--- config.mk ---
export PLATFORM = sky130hd
export DESIGN_NAME = far_controller
export DESIGN_NICKNAME = d
export VERILOG_FILES = /design/src/fraction_add_reduce_defines.svh /design/src/far_pkg.sv /design/src/far_controller.sv
export SDC_FILE = /design/constraint.sdc
export NUM_CORES = 1
export LEC_CHECK = 0
export BUFFER_PORTS_ARGS = -buffer_cell sky130_fd_sc_hd__buf_2
export CAP_MARGIN = 20
export CELL_PAD_IN_SITES_DETAIL_PLACEMENT = 2
export CELL_PAD_IN_SITES_GLOBAL_PLACEMENT = 2
export CORE_MARGIN = 2
export CORE_UTILIZATION = 28
export CTS_CLUSTER_SIZE = 14
export DETAILED_ROUTE_END_ITERATION = 7
export GPL_TIMING_DRIVEN = 0
export PLACE_DENSITY_LB_ADDON = 0.05
export SLEW_MARGIN = 40
export SYNTH_ARGS = -nofsm -noshare
export SYNTH_HDL_FRONTEND = slang
export SYNTH_SLANG_ARGS = --single-unit
--- constraint.sdc ---
create_clock -name clk -period 4.5 [get_ports clk]
set_clock_uncertainty 0.2 [all_clocks]
set_input_delay 0.225 -clock clk [delete_from_list [all_inputs] [get_ports clk]]
set_output_delay 0.225 -clock clk [all_outputs]
set_load 0.005 [all_outputs]
--- src/fraction_add_reduce_defines.svh ---
// Assertion macros for the fraction adder.
`ifndef FRACTION_ADD_REDUCE_DEFINES_SVH
`define FRACTION_ADD_REDUCE_DEFINES_SVH
`ifndef SYNTHESIS
`define FAR_ASSERT_IMPL(lbl, clk, rst, ante, cons) \
  lbl: assert property (@(posedge clk) disable iff (rst) (ante) |-> (cons)) \
    else $error("assertion failed");
`define FAR_ASSERT_NEXT(lbl, clk, rst, ante, cons) \
  lbl: assert property (@(posedge clk) disable iff (rst) (ante) |=> (cons)) \
    else $error("assertion failed");
`else
`define FAR_ASSERT_IMPL(lbl, clk, rst, ante, cons)
`define FAR_ASSERT_NEXT(lbl, clk, rst, ante, cons)
`endif
`endif

--- src/far_pkg.sv ---
// Types, constants and command structs for the fraction adder.
`default_nettype none
package far_pkg;
  localparam int OPERAND_BITS = 31;
  localparam int WIDE_BITS = 63;
  localparam int CNT_BITS = 6;

  typedef struct packed {
    logic [OPERAND_BITS-1:0] num_first;
    logic [OPERAND_BITS-1:0] den_first;
    logic [OPERAND_BITS-1:0] num_second;
    logic [OPERAND_BITS-1:0] den_second;
  } in_item_t;

  typedef struct packed {
    logic [62:0] sum_num;
    logic [61:0] sum_den;
  } out_item_t;

  typedef enum logic [3:0] {
    ST_IDLE, ST_GCD1, ST_DIV1, ST_GCD2, ST_DIV2, ST_MUL,
    ST_GCD3, ST_DIV3, ST_OUT
  } state_t;

  // Datapath operations.
  typedef enum logic [3:0] {
    OP_NONE, OP_LOAD, OP_GCD_STEP, OP_DIV_START, OP_DIV_STEP,
    OP_SAVE1, OP_SAVE2, OP_MUL, OP_SAVE3
  } op_t;

  typedef struct packed {
    op_t op;
  } cmd_t;

  typedef struct packed {
    logic gcd_done;
    logic div_done;
  } status_t;
endpackage
`default_nettype wire

--- src/far_controller.sv ---
// Controller state machine sequencing the gcd, divide and multiply steps.
`default_nettype none
module far_controller (
  input  wire logic             clk,
  input  wire logic             rst,
  input  wire logic             in_valid,
  input  wire logic             out_stall,
  input  wire far_pkg::status_t status,
  output far_pkg::cmd_t         cmd,
  output logic                  in_stall,
  output logic                  out_valid
);
  far_pkg::state_t state, state_next;

  always_ff @(posedge clk) begin
    if (rst) state <= far_pkg::ST_IDLE;
    else state <= state_next;
  end

  always_comb begin
    state_next = state;
    cmd.op = far_pkg::OP_NONE;
    in_stall = 1'b1;
    out_valid = 1'b0;
    unique case (state)
      far_pkg::ST_IDLE: begin
        in_stall = 1'b0;
        if (in_valid) begin
          cmd.op = far_pkg::OP_LOAD;
          state_next = far_pkg::ST_GCD1;
        end
      end
      far_pkg::ST_GCD1, far_pkg::ST_GCD2, far_pkg::ST_GCD3: begin
        if (status.gcd_done) begin
          cmd.op = far_pkg::OP_DIV_START;
          state_next = (state == far_pkg::ST_GCD1) ? far_pkg::ST_DIV1 :
                       (state == far_pkg::ST_GCD2) ? far_pkg::ST_DIV2 :
                       far_pkg::ST_DIV3;
        end else begin
          cmd.op = far_pkg::OP_GCD_STEP;
        end
      end
      far_pkg::ST_DIV1, far_pkg::ST_DIV2, far_pkg::ST_DIV3: begin
        if (status.div_done) begin
          priority case (state)
            far_pkg::ST_DIV1: begin
              cmd.op = far_pkg::OP_SAVE1;
              state_next = far_pkg::ST_GCD2;
            end
            far_pkg::ST_DIV2: begin
              cmd.op = far_pkg::OP_SAVE2;
              state_next = far_pkg::ST_MUL;
            end
            default: begin
              cmd.op = far_pkg::OP_SAVE3;
              state_next = far_pkg::ST_OUT;
            end
          endcase
        end else begin
          cmd.op = far_pkg::OP_DIV_STEP;
        end
      end
      far_pkg::ST_MUL: begin
        cmd.op = far_pkg::OP_MUL;
        state_next = far_pkg::ST_GCD3;
      end
      far_pkg::ST_OUT: begin
        out_valid = 1'b1;
        if (!out_stall) state_next = far_pkg::ST_IDLE;
      end
      default: state_next = far_pkg::ST_IDLE;
    endcase
  end
endmodule
`default_nettype wire

==> metrics.md <==
| Metric | Value |
|---|---|
| Number of max-cap violations | `0` |
| Maximum achievable frequency | `0.469 GHz` |
| Core area | `0.00133 sq mm` |
| Worst reg2reg path endpoint | `state[0]$_SDFFE_PP0P_` |
| Maximum VDD drop | `0.000128 V` |
| Top cells by area, synth | `dfxtp_1 20%, mux2_4 7.3%, nand2b_1 6.1%, nor2_1 4.6%, nor3_1 3.7%` |
| Routed WL per cell | `15.3 microns` |
| Worst path cell trace | `buf_6 > mux2_4 > a221oi_1 > a311oi_1 > buf_2` |
| Launching point of the worst reg2reg path | `state[0]$_SDFFE_PP0P_` |
| Effective utilization at floorplan | `0.307` |
| Avg Vias per Cell | `5.49` |
| Switching Fraction | `0.413` |
| Number of fill cells in the layout | `between 150 and 200` |
| Worst Hold Depth | `2` |
| Root buffer cell | `clkbuf_4` |
| Number of nets produced by synthesis | `58` |
| Hold path start | `rst` |
| Post-Place Cell Area | `483 sq um` |
| Routability congestion estimate | `0.756` |
| Pin count of the biggest net entering global routing | `11` |
| Worst slew pin tran | `0.446 ns` |
| Top-count cell post-synth | `nor2_1` |
| Worst Reg-to-Reg Cells | `5` |
| IO Pins | `12` |
| Total vias in the final route | `approximately 450` |
| Worst-path maximum fanout | `10` |
| Max Buffers Root-to-Sink | `2` |
| Routed wire length | `1.24 mm` |
| Floorplan row count | `13` |
| Relative max-transition margin | `0.703` |
| Total of endpoints with negative setup slack in the final report | `0` |
| Summed instance area of the synthesized netlist | `roughly 410 sq um` |
| Sequential element share of the synthesized area | `0.196` |
| Max-slew violations | `0` |
| Max FFs per register | `4` |
| CTS Hold Bufs | `0` |
| Run status | `completed` |
| DRC viols | `0` |
| Number of synthesized flops with an enable pin | `0` |
| Data arrival, critical path | `1.71 ns` |
| Clock network power share | `0.191` |
| Final min period | `2.13 ns` |
| Count of buffers from port buffering | `11` |
| Sum of overflow across all layers after global routing | `0` |
| Initial antenna violation count | `0` |
| Setup repair after global routing missed its margin | `no` |
| WS Path Type | `register to output pin` |
| Die outline width | `42.2 microns` |
| Register ranked first by flip-flop count | `state` |
| Clk_lat worst skew | `0.23 ns` |
| Reg clk slew, reported paths | `0.04 ns` |
| Share of the clock period used by the worst path | `0.474` |
| Library cell with the largest summed area after synthesis | `dfxtp_1` |
| Layout cell share with drive strength beyond 1 | `0.379` |
| Endpoint, Worst Hold | `state[3]$_SDFFE_PP0P_` |
| Largest registers | `state: 4 flops` |
| Count of cells resized by post-cts repair | `0` |
| Initial DRC Count | `3` |
| Chip Height | `42.2 microns` |
| Post-CTS Repair Setup Buffers | `0` |
| Total non-filler cell area in the finished layout | `between 500 and 600 sq um` |
| Leading cell types by count after synthesis | `5 x nor2_1, 4 x dfxtp_1, 4 x nand2_1, 4 x nand2b_1` |
| # nets final | `74` |
| Summed negative setup slack over all endpoints | `0 ns` |
| Post-DP HPWL | `958 microns` |
| Async set-reset flop share out of synthesis | `0` |
| First-pass detailed-route iteration total | `2` |
| Area share of the leading cell type in the synthesized netlist | `0.196` |
| Most common flop cell mapped by yosys | `dfxtp_1` |
| Cell area power density | `457 mW/mm^2` |
| Worst R2R Setup Slack | `2.76 ns` |
| Syn-to-layout area delta | `23.5%` |
| Data required, critical path | `4.07 ns` |
| Critical path capture point type | `output pin` |
| Register bit count reported by yosys | `4` |
| CTS buffer count | `3` |
| Power spent charging and discharging nets | `0.0000954 W` |
| Antenna-violating nets left | `0` |
| Hold crit path type | `input port to register` |
| Proportion of power drawn by flip-flops and latches | `0.218` |
| H-Tree Depth | `1` |
| Total die area | `0.00178 sq mm` |
| Global-route wire length before repair | `2.19 mm` |
| Clock tree from TritonCTS | `done` |
| Clock Sinks | `4` |
| Final-report hold violation count | `0` |
| Leakage component of the power | `approximately 0.2 nW` |
| Overall power consumption | `0.000231 W` |
| Standard cell with the maximum stage delay on the critical path | `dfxtp_1` |
| Cell internal pwr | `0.000136 W` |
| Post-synthesis cell type count | `28` |
| Via count of the first global-routing pass | `448` |
| Post-Synthesis Cells | `52` |
| Overall global routing resource usage | `0.164` |
| Mean cell area of the mapped netlist | `7.87 sq um` |
| Critical Path Start Type | `register` |
| Number of warnings issued by yosys | `0` |
| Antenna Diode Count | `0` |
| Combinational fraction of design power | `0.591` |
| Crit-path max cell delay | `0.46 ns` |
area by class of cell:
type,count,area [sq um],area share
buffer,4,27.5,0.0545
sequential,4,80.1,0.158
clock buffer,3,22.5,0.0446
multi-input combinational,42,294,0.582
timing repair buffer,11,55.1,0.109
tap,15,18.8,0.0371
inverter,2,7.51,0.0149
stage by stage:
stage,setup WS [ns],hold WS (ns),utilization,instances
3_3_place_gp,2.64,0.288,0.362,78
3_5_place_dp,2.61,0.291,0.362,78
2_1_floorplan,2.85,0.0974,-,52
6_report,2.37,0.0457,0.379,81
4_1_cts,2.35,0.0464,0.379,81
5_1_grt,2.22,0.0464,0.379,81
worst max-delay path, delay by kind of cell, from the launching register on:
kind,cells,cell delay (ns)
flops,1,0.46
compound gates,2,0.39
mux,1,0.30
buf+inv,2,0.33
how the worst max path moves through the flow:
stage / from / endpoint / slack, ns / depth (start not counted)
global route: state[2]$_SDFFE_PP0P_ / cmd[0] / 2.22 / 5
detailed placement: state[2]$_SDFFE_PP0P_ / cmd[0] / 2.61 / 5
global placement: state[2]$_SDFFE_PP0P_ / cmd[0] / 2.64 / 5
finish: state[2]$_SDFFE_PP0P_ / cmd[0] / 2.37 / 5
CTS: state[2]$_SDFFE_PP0P_ / cmd[0] / 2.35 / 5
floorplan: state[2]$_SDFFE_PP0P_ / cmd[0] / 2.85 / 4
power by group through the flow:
stage	clock network [W]	logic (W)	registers, W
2_1_floorplan	0	0.0000957	0.0000492
3_3_place_gp	0	0.000135	0.0000502
3_5_place_dp	0	0.000137	0.0000510
4_1_cts	0.0000453	0.000139	0.0000506
5_1_grt	0.0000485	0.000153	0.0000524
6_report	0.0000441	0.000136	0.0000504
logic make-up (layout without fill, tap and decap cells):
logic type,Yosys count,count (layout),share of synthesized area
xor gates and xnor gates,1,1,0.0214
and+or+nand+nor,23,23,0.324
buffers and inverters,6,20,0.0856
AOI/OAI and AO/OA,16,16,0.300
DFF,4,4,0.196
muxes,2,2,0.0734
metal layers:
layer  up-vias  global-route usage  part of all wire
met2        12               0.252              0.47
met1       209               0.215              0.48
met4         0              0.0938             0.016
met5         -                   0                 0
li1        222                   -                 -
met3         2              0.0259             0.027
placed cells by master (no fill, tap or decap), types with 3 or more instances in the layout:
cell type / count
nor3_1: 3
nand2_1: 4
buf_2: 12
nand2b_1: 4
dfxtp_1: 4
nor2_1: 5
o21ai_1: 3
clkbuf_4: 3
o21ai_0: 3
Note: power is estimated with default switching activity, not from simulation.
